<file path="src/cete_pkg.sv">
package cete_pkg;

   localparam int CLIQUE_MAX_DEF = 4;
   localparam int DATA_W         = 32;
   localparam int CSR_W          = 3;
   localparam int CMD_W          = 3;
   localparam int IDX_W          = 4;
   localparam int NODE_W         = 2;
   localparam logic [CSR_W-1:0] CLIQUE_SIZE_RST = 3'd2;
   localparam logic [CSR_W-1:0] NODE_MIN        = 3'd2;
   localparam logic signed [DATA_W-1:0] DATA_MAX = 32'sh7fff_ffff;

   typedef enum logic [CMD_W-1:0] {
      CMD_LOAD  = 3'd0,
      CMD_RESET = 3'd1,
      CMD_PUSH  = 3'd2,
      CMD_CAP   = 3'd3,
      CMD_NZ    = 3'd4
   } cmd_type;

   typedef enum logic [0:0] {
      ALU_ADD = 1'b0,
      ALU_SUB = 1'b1
   } alu_op_type;

   typedef struct packed {
      alu_op_type op;
      logic       use_best;
   } alu_ctrl_type;

endpackage

</file>
<file path="src/clique_energy_table_engine.sv">
// Energy table engine for one clique of binary nodes. Commands: load an energy
// entry, copy energy into alpha, push an amount between two nodes, read the
// exchange capacity of an arc, test an arc for nonzero capacity. One command is
// taken at a time and req_stall stays high until its beat is formed. With
// n nodes (2^n entries): load, nonzero test and unknown codes go straight to
// the result; reset alpha makes a copy pass and a scan pass; push makes a push
// pass and a scan pass and exchange capacity one pass when their nodes are in
// range (else straight to the result). Each entry takes a read state and then a
// write or check state in every pass, as the tables sit in RAMs with a registered
// read port and one shared add/compare unit handles one entry at a time. Results
// leave through an output register, so a stalled result delays only the next command's end.
module clique_energy_table_engine #(
   parameter int CLIQUE_MAX = cete_pkg::CLIQUE_MAX_DEF
) (
   input  logic                                clock,
   input  logic                                reset,
   input  logic                                req_valid,
   output logic                                req_stall,
   input  logic [cete_pkg::CMD_W-1:0]          req_command,
   input  logic [cete_pkg::IDX_W-1:0]          req_entry_index,
   input  logic [cete_pkg::NODE_W-1:0]         req_from_node,
   input  logic [cete_pkg::NODE_W-1:0]         req_to_node,
   input  logic signed [cete_pkg::DATA_W-1:0]  req_amount,
   output logic                                rsp_valid,
   input  logic                                rsp_stall,
   output logic signed [cete_pkg::DATA_W-1:0]  rsp_capacity,
   output logic                                rsp_nonzero,
   output logic                                rsp_done_res,
   input  logic                                csr_valid,
   output logic                                csr_ready,
   input  logic [cete_pkg::CSR_W-1:0]          csr_clique_size
);

   localparam int DEPTH = 1 << CLIQUE_MAX;
   localparam int AW    = CLIQUE_MAX;
   localparam int NW    = $clog2(CLIQUE_MAX);
   localparam int CW    = cete_pkg::CSR_W;
   localparam int DW    = cete_pkg::DATA_W;
   localparam logic [CW-1:0] NODE_MAX = CW'(CLIQUE_MAX);

   typedef enum logic [9:0] {
      IDLE     = 10'b00_0000_0001,
      COPY_RD  = 10'b00_0000_0010,
      COPY_WR  = 10'b00_0000_0100,
      SCAN_RD  = 10'b00_0000_1000,
      SCAN_CHK = 10'b00_0001_0000,
      PUSH_RD  = 10'b00_0010_0000,
      PUSH_WR  = 10'b00_0100_0000,
      CAP_RD   = 10'b00_1000_0000,
      CAP_CHK  = 10'b01_0000_0000,
      FINISH   = 10'b10_0000_0000
   } state_type;

   state_type                 state_ff, state_in;
   logic [CW-1:0]             size_ff, size_in;
   logic [AW-1:0]             cnt_ff, cnt_in;
   logic [CLIQUE_MAX-1:0]     tight_ff [CLIQUE_MAX];
   logic [CLIQUE_MAX-1:0]     tight_in [CLIQUE_MAX];
   logic [cete_pkg::CMD_W-1:0] cmd_ff, cmd_in;
   logic [cete_pkg::NODE_W-1:0] u_ff, u_in, v_ff, v_in;
   logic signed [DW-1:0]      amt_ff, amt_in;
   logic                      node_ok_ff, node_ok_in;
   logic signed [DW-1:0]      best_ff, best_in;
   logic                      rsp_valid_ff, rsp_valid_in;
   logic signed [DW-1:0]      rsp_capacity_ff, rsp_capacity_in;
   logic                      rsp_nonzero_ff, rsp_nonzero_in;
   logic                      rsp_done_res_ff, rsp_done_res_in;

   logic [CW-1:0]             node_cnt;
   logic [CLIQUE_MAX-1:0]     full_mask;
   logic                      req_accept;
   logic                      req_node_ok;
   logic [NW-1:0]             u_idx, v_idx;
   logic                      cnt_u, cnt_v;
   logic                      energy_we, alpha_we;
   logic [AW-1:0]             load_addr;
   logic [DW-1:0]             energy_rd, alpha_rd, alpha_wd;
   cete_pkg::alu_ctrl_type    alu_ctrl;
   logic signed [DW-1:0]      alu_sum;
   logic                      alu_less;

   // clamp the clique size into 2..CLIQUE_MAX
   always_comb begin
      if (size_ff < cete_pkg::NODE_MIN) begin
         node_cnt = cete_pkg::NODE_MIN;
      end else if (size_ff > NODE_MAX) begin
         node_cnt = NODE_MAX;
      end else begin
         node_cnt = size_ff;
      end
      for (int i = 0; i < CLIQUE_MAX; i++) begin
         full_mask[i] = CW'(i) < node_cnt;
      end
   end

   assign req_accept  = req_valid && !req_stall;
   assign req_stall   = state_ff != IDLE;
   assign req_node_ok = ({1'b0, req_from_node} < node_cnt) && ({1'b0, req_to_node} < node_cnt);
   assign csr_ready   = 1'b1;
   assign load_addr   = AW'(req_entry_index);

   assign u_idx = NW'(u_ff);
   assign v_idx = NW'(v_ff);
   assign cnt_u = cnt_ff[u_idx];
   assign cnt_v = cnt_ff[v_idx];

   assign energy_we = req_accept && (req_command == cete_pkg::CMD_LOAD);
   assign alpha_we  = (state_ff == COPY_WR) || ((state_ff == PUSH_WR) && (cnt_u != cnt_v));
   assign alpha_wd  = (state_ff == COPY_WR) ? energy_rd : alu_sum;

   always_comb begin
      alu_ctrl.op       = (cnt_u && !cnt_v) ? cete_pkg::ALU_SUB : cete_pkg::ALU_ADD;
      alu_ctrl.use_best = state_ff == CAP_CHK;
   end

   cete_ram #(
      .WIDTH (DW),
      .DEPTH (DEPTH)
   ) u_energy_ram (
      .clock   (clock),
      .wr_en   (energy_we),
      .wr_addr (load_addr),
      .wr_data (req_amount),
      .rd_addr (cnt_ff),
      .rd_data (energy_rd)
   );

   cete_ram #(
      .WIDTH (DW),
      .DEPTH (DEPTH)
   ) u_alpha_ram (
      .clock   (clock),
      .wr_en   (alpha_we),
      .wr_addr (cnt_ff),
      .wr_data (alpha_wd),
      .rd_addr (cnt_ff),
      .rd_data (alpha_rd)
   );

   cete_alu u_alu (
      .ctrl   (alu_ctrl),
      .entry  (alpha_rd),
      .amount (amt_ff),
      .best   (best_ff),
      .sum    (alu_sum),
      .less   (alu_less)
   );

   always_comb begin
      state_in        = state_ff;
      size_in         = size_ff;
      cnt_in          = cnt_ff;
      tight_in        = tight_ff;
      cmd_in          = cmd_ff;
      u_in            = u_ff;
      v_in            = v_ff;
      amt_in          = amt_ff;
      node_ok_in      = node_ok_ff;
      best_in         = best_ff;
      rsp_valid_in    = rsp_valid_ff && rsp_stall;
      rsp_capacity_in = rsp_capacity_ff;
      rsp_nonzero_in  = rsp_nonzero_ff;
      rsp_done_res_in = rsp_done_res_ff;

      if (csr_valid && csr_ready) begin
         size_in = csr_clique_size;
      end

      unique case (state_ff)
         IDLE: begin
            if (req_accept) begin
               cmd_in     = req_command;
               u_in       = req_from_node;
               v_in       = req_to_node;
               amt_in     = req_amount;
               node_ok_in = req_node_ok;
               cnt_in     = '0;
               best_in    = cete_pkg::DATA_MAX;
               priority if (req_command == cete_pkg::CMD_RESET) begin
                  state_in = COPY_RD;
               end else if ((req_command == cete_pkg::CMD_PUSH) && req_node_ok) begin
                  state_in = PUSH_RD;
               end else if ((req_command == cete_pkg::CMD_CAP) && req_node_ok) begin
                  state_in = CAP_RD;
               end else begin
                  state_in = FINISH;
               end
            end
         end
         COPY_RD: state_in = COPY_WR;
         COPY_WR, PUSH_WR: begin
            if (cnt_ff == full_mask) begin
               // restart tight sets, then scan from full-1 down to 1
               for (int i = 0; i < CLIQUE_MAX; i++) begin
                  tight_in[i] = full_mask;
               end
               cnt_in   = full_mask - AW'(1);
               state_in = SCAN_RD;
            end else begin
               cnt_in   = cnt_ff + AW'(1);
               state_in = (state_ff == COPY_WR) ? COPY_RD : PUSH_RD;
            end
         end
         SCAN_RD: state_in = SCAN_CHK;
         SCAN_CHK: begin
            // descending order: the last zero hit is the smallest set
            if (alpha_rd == '0) begin
               for (int i = 0; i < CLIQUE_MAX; i++) begin
                  if (full_mask[i] && cnt_ff[i]) begin
                     tight_in[i] = cnt_ff;
                  end
               end
            end
            if (cnt_ff == AW'(1)) begin
               state_in = FINISH;
            end else begin
               cnt_in   = cnt_ff - AW'(1);
               state_in = SCAN_RD;
            end
         end
         PUSH_RD: state_in = PUSH_WR;
         CAP_RD:  state_in = CAP_CHK;
         CAP_CHK: begin
            if (cnt_u && (!cnt_v || (u_ff == v_ff)) && alu_less) begin
               best_in = alpha_rd;
            end
            if (cnt_ff == full_mask) begin
               state_in = FINISH;
            end else begin
               cnt_in   = cnt_ff + AW'(1);
               state_in = CAP_RD;
            end
         end
         FINISH: begin
            if (!rsp_valid_ff || !rsp_stall) begin
               rsp_valid_in    = 1'b1;
               rsp_capacity_in = ((cmd_ff == cete_pkg::CMD_CAP) && node_ok_ff) ? best_ff : '0;
               rsp_nonzero_in  = (cmd_ff == cete_pkg::CMD_NZ) && node_ok_ff
                                 && tight_ff[u_idx][v_idx];
               rsp_done_res_in = cmd_ff <= cete_pkg::CMD_NZ;
               state_in        = IDLE;
            end
         end
         default: state_in = IDLE;
      endcase
   end

   always_ff @(posedge clock) begin
      if (reset) begin
         state_ff     <= IDLE;
         size_ff      <= cete_pkg::CLIQUE_SIZE_RST;
         rsp_valid_ff <= 1'b0;
         for (int i = 0; i < CLIQUE_MAX; i++) begin
            tight_ff[i] <= '1;
         end
      end else begin
         state_ff     <= state_in;
         size_ff      <= size_in;
         rsp_valid_ff <= rsp_valid_in;
         tight_ff     <= tight_in;
      end
      cnt_ff          <= cnt_in;
      cmd_ff          <= cmd_in;
      u_ff            <= u_in;
      v_ff            <= v_in;
      amt_ff          <= amt_in;
      node_ok_ff      <= node_ok_in;
      best_ff         <= best_in;
      rsp_capacity_ff <= rsp_capacity_in;
      rsp_nonzero_ff  <= rsp_nonzero_in;
      rsp_done_res_ff <= rsp_done_res_in;
   end

   assign rsp_valid    = rsp_valid_ff;
   assign rsp_capacity = rsp_capacity_ff;
   assign rsp_nonzero  = rsp_nonzero_ff;
   assign rsp_done_res = rsp_done_res_ff;

`ifndef NO_ASSERTIONS
   a_busy_after_accept: assert property (@(posedge clock) disable iff (reset)
      req_accept |=> req_stall)
      else $error("engine took a beat but did not go busy");

   a_scan_range: assert property (@(posedge clock) disable iff (reset)
      (state_ff == SCAN_RD || state_ff == SCAN_CHK) |-> (cnt_ff != '0 && cnt_ff != full_mask))
      else $error("tight scan left the open range of assignments");

   a_finish_waits: assert property (@(posedge clock) disable iff (reset)
      (state_ff == FINISH && rsp_valid_ff && rsp_stall) |=> (state_ff == FINISH))
      else $error("result formed over a pending beat");

   a_cap_nodes_ok: assert property (@(posedge clock) disable iff (reset)
      (state_ff == CAP_RD || state_ff == CAP_CHK || state_ff == PUSH_WR) |-> node_ok_ff)
      else $error("table pass run with nodes out of range");
`endif

endmodule

</file>
<file path="src/cete_ram.sv">
module cete_ram #(
   parameter int WIDTH = 32,
   parameter int DEPTH = 16
) (
   input  logic                     clock,
   input  logic                     wr_en,
   input  logic [$clog2(DEPTH)-1:0] wr_addr,
   input  logic [WIDTH-1:0]         wr_data,
   input  logic [$clog2(DEPTH)-1:0] rd_addr,
   output logic [WIDTH-1:0]         rd_data
);

   logic [WIDTH-1:0] mem_ff [DEPTH];
   logic [WIDTH-1:0] rd_data_ff;

   always_ff @(posedge clock) begin
      if (wr_en) begin
         mem_ff[wr_addr] <= wr_data;
      end
      rd_data_ff <= mem_ff[rd_addr];
   end

   assign rd_data = rd_data_ff;

endmodule

</file>
<file path="src/cete_alu.sv">
module cete_alu (
   input  cete_pkg::alu_ctrl_type                  ctrl,
   input  logic signed [cete_pkg::DATA_W-1:0]      entry,
   input  logic signed [cete_pkg::DATA_W-1:0]      amount,
   input  logic signed [cete_pkg::DATA_W-1:0]      best,
   output logic signed [cete_pkg::DATA_W-1:0]      sum,
   output logic                                    less
);

   logic signed [cete_pkg::DATA_W-1:0] operand;

   always_comb begin
      operand = ctrl.use_best ? best : amount;
      unique case (ctrl.op)
         cete_pkg::ALU_ADD: sum = entry + operand;
         cete_pkg::ALU_SUB: sum = entry - operand;
         default:           sum = entry + operand;
      endcase
      less = entry < operand;
   end

endmodule

</file>
<file path="config.mk">
export PLATFORM = sky130hd
export DESIGN_NAME = clique_energy_table_engine
export DESIGN_NICKNAME = d
export VERILOG_FILES = /design/src/cete_pkg.sv /design/src/clique_energy_table_engine.sv /design/src/cete_ram.sv /design/src/cete_alu.sv
export SDC_FILE = /design/constraint.sdc
export NUM_CORES = 1
export LEC_CHECK = 0
export BUFFER_PORTS_ARGS = -buffer_cell sky130_fd_sc_hd__buf_4
export CORE_MARGIN = 2
export CORE_UTILIZATION = 50
export DETAILED_ROUTE_END_ITERATION = 10
export PLACE_DENSITY = 0.66
export SLEW_MARGIN = 20
export SYNTH_ARGS = -nofsm -noshare
export SYNTH_HDL_FRONTEND = slang
export SYNTH_HIERARCHICAL = 1
export SYNTH_SLANG_ARGS = --single-unit
</file>
<file path="constraint.sdc">
create_clock -name clock -period 5.92 [get_ports clock]
set_input_delay 0.296 -clock clock [delete_from_list [all_inputs] [get_ports clock]]
set_output_delay 0.296 -clock clock [all_outputs]
set_load 0.01 [all_outputs]
</file>
[Yosys cells after proc, flatten, opt, wreduce, memory -nomap -nowiden]
Memory sizes are Yosys's and may differ from the RTL's. A register that Yosys moved wholly into a read port is not among the register bits.
Cells that the tools add are included.
Word-level totals
  output and inout port bits: 37
  bits in writable memories: 1024
  memories kept: 2
  register bits: 140
  input port bits: 51
  logic and storage cells: 155
Operators by class
  muxes and demuxes: 46
  bitwise gates (word level): 2
  add/sub/neg operators: 5
  reduce and logical (&&, ||, !) cells: 39
  eq/ne operators: 31
  order comparisons: 13
Memory list
  u_alpha_ram.mem_ff: words 16, bits a word 32, read ports 1, clocked after memory_dff 1, wr ports 1, RTL line cete_ram.sv:13  | logic [WIDTH-1:0] mem_ff [DEPTH];
  u_energy_ram.mem_ff: words 16, bits a word 32, read ports 1, clocked after memory_dff 1, wr ports 1, RTL line cete_ram.sv:13
Operators by type and width (count)
  2-to-1 mux 32 bit: 4
  case mux 32 bit (2 select lines): 2
  case mux 10 bit (9 select lines): 1
  2-to-1 mux 10 bit: 7
  2-to-1 mux 4 bit: 10
  adder 32 bit: 1
  logical NOT 32 bit: 1
  less-than comparator 32 bit: 1
  2-to-1 mux 16 bit: 2
  case mux 16 bit (2 select lines): 1
  subtractor 32 bit: 1
  != test 2 bit, second input constant: 11
  AND reduction 4 bit: 5
  logical AND 1 bit: 17
  case mux 4 bit (4 select lines): 1
  2-to-1 mux 6 bit: 2
  equality test 10 x 1 -> 1 bit, second input constant: 1
  equality test 10 bit, second input constant: 1
  equality test 10 x 2 -> 1 bit, second input constant: 1
  equality test 10 x 3 -> 1 bit, second input constant: 1
  equality test 10 x 4 -> 1 bit, second input constant: 1
  equality test 10 x 5 -> 1 bit, second input constant: 1
  equality test 10 x 6 -> 1 bit, second input constant: 1
  equality test 10 x 7 -> 1 bit, second input constant: 1
  34 further kinds: 61

[Depth between registers and ports, before layout]
  depth in word-level cells: 11
  mapped depth: 19
  mapped depth without buffers: 16

[Hierarchy]
Netlist, hierarchy kept.
By module, submodules not included
  cete_ram (u_alpha_ram): area each 19854.0 um^2, instances 1, cells each 838
  cete_ram (u_energy_ram): area each 19835.3 um^2, instances 1, cells each 838
  clique_energy_table_engine: area each 6218.5 um^2, instances 1, cells each 455
  cete_alu: area each 3972.6 um^2, instances 1, cells each 574

[Least setup slack after synthesis]
No wires, ideal clock.
  path type: reg-to-reg
  from: register state_ff[9]
  to: register best_ff[0], enable pin
  stages on the path, launching flop included: 17
  buffers on the path: 3
  period minus slack after synthesis: 4897 ps
  arrival: 4507 ps
  setup slack: 1023 ps
  required time: 5530 ps
  cell sequence: dfxtp_1 -> nor4_4 -> nand4_2 -> inv_1 -> clkbuf_1 -> clkbuf_1 -> mux2i_1 -> ha_1 -> buf_2 -> a21oi_1 -> nor2_1 -> o21ai_0 -> o41ai_2 -> a211oi_2 -> o21ai_0 -> a21oi_1 -> a41o_1
RTL lines
  from (decl): RTL line clique_energy_table_engine.sv:54  | state_type state_ff, state_in;
  from (signal assigned): RTL line clique_energy_table_engine.sv:257  | state_ff <= state_in;
  to (signal assigned): RTL line clique_energy_table_engine.sv:268  | best_ff <= best_in;
  to (decl): RTL line clique_energy_table_engine.sv:63  | logic signed [DW-1:0] best_ff, best_in;

==> results.toml <==
[run_status]
status = "finished clean"

[critical_path]
cp-end-kind = "register"
r2r_end = "u_alpha_ram/mem_ff[7][26]"
cp_data_required_time_ps = 6320
critPathLaunchType = "register"
arrival_ps = 5930
r2r_setup_slack_ps = 390
crit_type = "register to register"
crit_path_start = "state_ff[9]"
r2r_start = "state_ff[9]"
endpoint = "u_alpha_ram/mem_ff[7][26]"
r2r_cells = 15
path_max_fanout = 16

[clock_network]
clock_latency_ps = 720
cts_buffers = 118
cts_resized = 0
ctsRootBufferMaster = "clkbuf_16"
cts.sinks = 1228
cts_max_level = 3
cts_hold_buf = 52
clk_pin_slew_worst_paths_ps = 60
postCtsSetupRepairBufs = 0
cts_tree = "yes"
cts_buffer_depth = 3

[detailed_routing]
drt_iter0_markers = 2794
drc_errors = 0
ant_nets = 0
num_vias = 26240
drt_pass1_iterations = 6
wire_per_inst_um = 27.96
wl_um = 119700
routed_via_density = 6.128

[placed_design]
place_area_sq_um = 52280
portBuffers = 86
hpwl_um = 71690
place_congestion = 0.9124

[cells_and_area]
drive_above_1_share = 0.2464
nNetsFinal = 3021
design_area_sq_um = 56800
final_common_cell = "edfxtp_1"
area_delta_synth_final_pct = 13.87
layout_common_cells = "edfxtp_1, mux4_2, buf_4"

[floorplan]
die_w_um = 319.9
die_y_um = 319.9
rows = 115
initial_core_util = 0.5061
die-area_sq_um = 102300
core_area_sq_um = 98560
ioPinCount = 88

[logic_synthesis]
synth-edff-count = 1134
avgSynthCellArea_sq_um = 18.44
syn_area_sq_um = 49880
synth_cell_types = 94
netlist_instances = 2705
ys_ff_latch = 1228
yosysWarningCount = 6
synthArstFlopShare = 0
ys_seq_area_frac = 0.7204
synth_flop_cell = "edfxtp_1"

[sta]
drv_slew = 0
max-slew-margin-rel = 0.2334
fin_tns_setup_ps = 0
fin_skew_ps = 27.86
setup_viol = 0
fin_crit_ps = 5531
max_slew.worst_pin.slew_ps = 1150
rsz0062_at_grt = "false"
fmax_mhz = 180.8
hold_viol_final = 0
min_period_over_period = 0.9343

[global_route]
track_usage = 0.2367
grt_pass1_vias = 26830
grt_pass1_wl_um = 177700
grt_overflow = 0
grt_max_degree = 139
antenna_found_initial = 5

[job]
drv_cap = 0

[pwr]
ir_drop_uv = 313.9
power.leakage_uw = 0.01854
power.total_uw = 27510
power_density_nw_per_um2 = 484.2

[min_path]
holdCritPathClass = "input port to register"
worst min-delay path by stage:
stage	cells past startpoint	to	slack (ps)	startpoint
2_1_floorplan	0	amt_ff[0]	390	req_amount[0]
3_3_place_gp	2	size_ff[0]	480	size_ff[0]
3_5_place_dp	1	u_ff[0]	490	req_from_node[0]
4_1_cts	4	state_ff[0]	20	req_valid
5_1_grt	4	state_ff[0]	160	req_valid
6_report	4	state_ff[0]	60	req_valid
sequential cells by signal, indices dropped and copies added, names as in the netlist:
signal and cells:
amt_ff 32, best_ff 32, cmd_ff 3, cnt_ff 4
node_ok_ff 1, rsp_capacity 32, rsp_done_res 1, rsp_nonzero 1
rsp_valid 1, size_ff 3, state_ff 10, tight_ff 16
u_alpha_ram/mem_ff 512, u_alpha_ram/rd_data 32, u_energy_ram/mem_ff 512, u_energy_ram/rd_data 32
u_ff 2, v_ff 2
worst max-delay path, cell delays in order, from the launching register on:
cell,delay (ps)
dfxtp_1,350
nor4_4,530
nand4_2,290
inv_2,470
mux2i_1,190
ha_1,640
inv_1,190
a21o_1,230
a2111oi_0,650
o21ai_0,270
a21o_1,260
a21oi_2,260
o41ai_1,120
o21a_1,210
xnor2_1,120
mux2_2,410
power by group:
| part | total, uW | internal, uW | leakage [uW] | switching, uW |
|---|---|---|---|---|
| registers | 12000 | 11500 | 0.0109 | 463 |
| clock network | 7670 | 4460 | 0.00195 | 3210 |
| logic | 7870 | 2760 | 0.00566 | 5110 |
| total | 27500 | 18700 | 0.0185 | 8790 |
per-stage QoR:
step / cells / hold slack, ps / util / setup WS, ps
3_3_place_gp: 4005 / 475.6 / 0.5304 / 575.3
6_report: 4282 / 64.46 / 0.5763 / 389.0
3_5_place_dp: 4005 / 485.8 / 0.5304 / 515.2
4_1_cts: 4278 / 17.50 / 0.5761 / 504.8
2_1_floorplan: 2707 / 394.9 / - / 1023
5_1_grt: 4280 / 155.2 / 0.5762 / 130.9
layer usage:
| metal | up-vias | global-route usage | routed length [um] |
|---|---|---|---|
| met3 | 209 | 0.03293 | 7178 |
| li1 | 11300 | - | - |
| met2 | 939 | 0.3963 | 59920 |
| met4 | 2 | 0.05665 | 2602 |
| met5 | - | 0 | 13 |
| met1 | 13790 | 0.3320 | 50000 |
cell type report:
| class | instances | area (sq um) |
|---|---|---|
| clock inverters | 80 | 865.8 |
| clock buffers | 141 | 3119 |
| inverters | 73 | 274.0 |
| diodes | 4 | 10.01 |
| multi-input cells | 1271 | 13330 |
| repair buffers | 198 | 1654 |
| flip-flops and latches | 1228 | 35930 |
| well taps | 1287 | 1610 |
| fillers | 7294 | 41760 |
cell families (layout without fill, tap and decap cells):
logic type,Yosys count,in the layout,synth area share
buf+inv,208,492,0.01831
other cells,1,7,0.00007518
flops,1228,1228,0.7204
xor+xnor,41,41,0.007199
compound gates,374,374,0.05325
fa+ha+maj,80,80,0.02037
mux,349,349,0.1369
simple gates,424,424,0.04350
synth_stat cells (11+ instances only):
| library cell | instances | share of area |
|---|---|---|
| buf_4 | 22 | 0.0033 |
| xnor2_1 | 32 | 0.0056 |
| o21bai_1 | 13 | 0.0020 |
| buf_2 | 22 | 0.0022 |
| ha_1 | 78 | 0.020 |
| dfxtp_1 | 94 | 0.038 |
| mux2i_1 | 51 | 0.010 |
| nor2_1 | 112 | 0.0084 |
| o31ai_1 | 13 | 0.0020 |
| clkbuf_1 | 63 | 0.0047 |
| mux4_2 | 263 | 0.12 |
| edfxtp_1 | 1134 | 0.68 |
| mux2_2 | 34 | 0.0077 |
| or2_2 | 32 | 0.0040 |
| a21oi_1 | 80 | 0.0080 |
| buf_1 | 25 | 0.0019 |
| nor3_1 | 27 | 0.0027 |
| nor4_1 | 15 | 0.0019 |
| nand4_1 | 11 | 0.0014 |
| nand2_1 | 112 | 0.0084 |
| inv_1 | 71 | 0.0053 |
| o21ai_0 | 40 | 0.0040 |
| nor2b_1 | 17 | 0.0021 |
| and2_1 | 35 | 0.0044 |
| a22oi_1 | 128 | 0.019 |
| nand3_1 | 13 | 0.0013 |
Power figures use the tool's default switching activity.
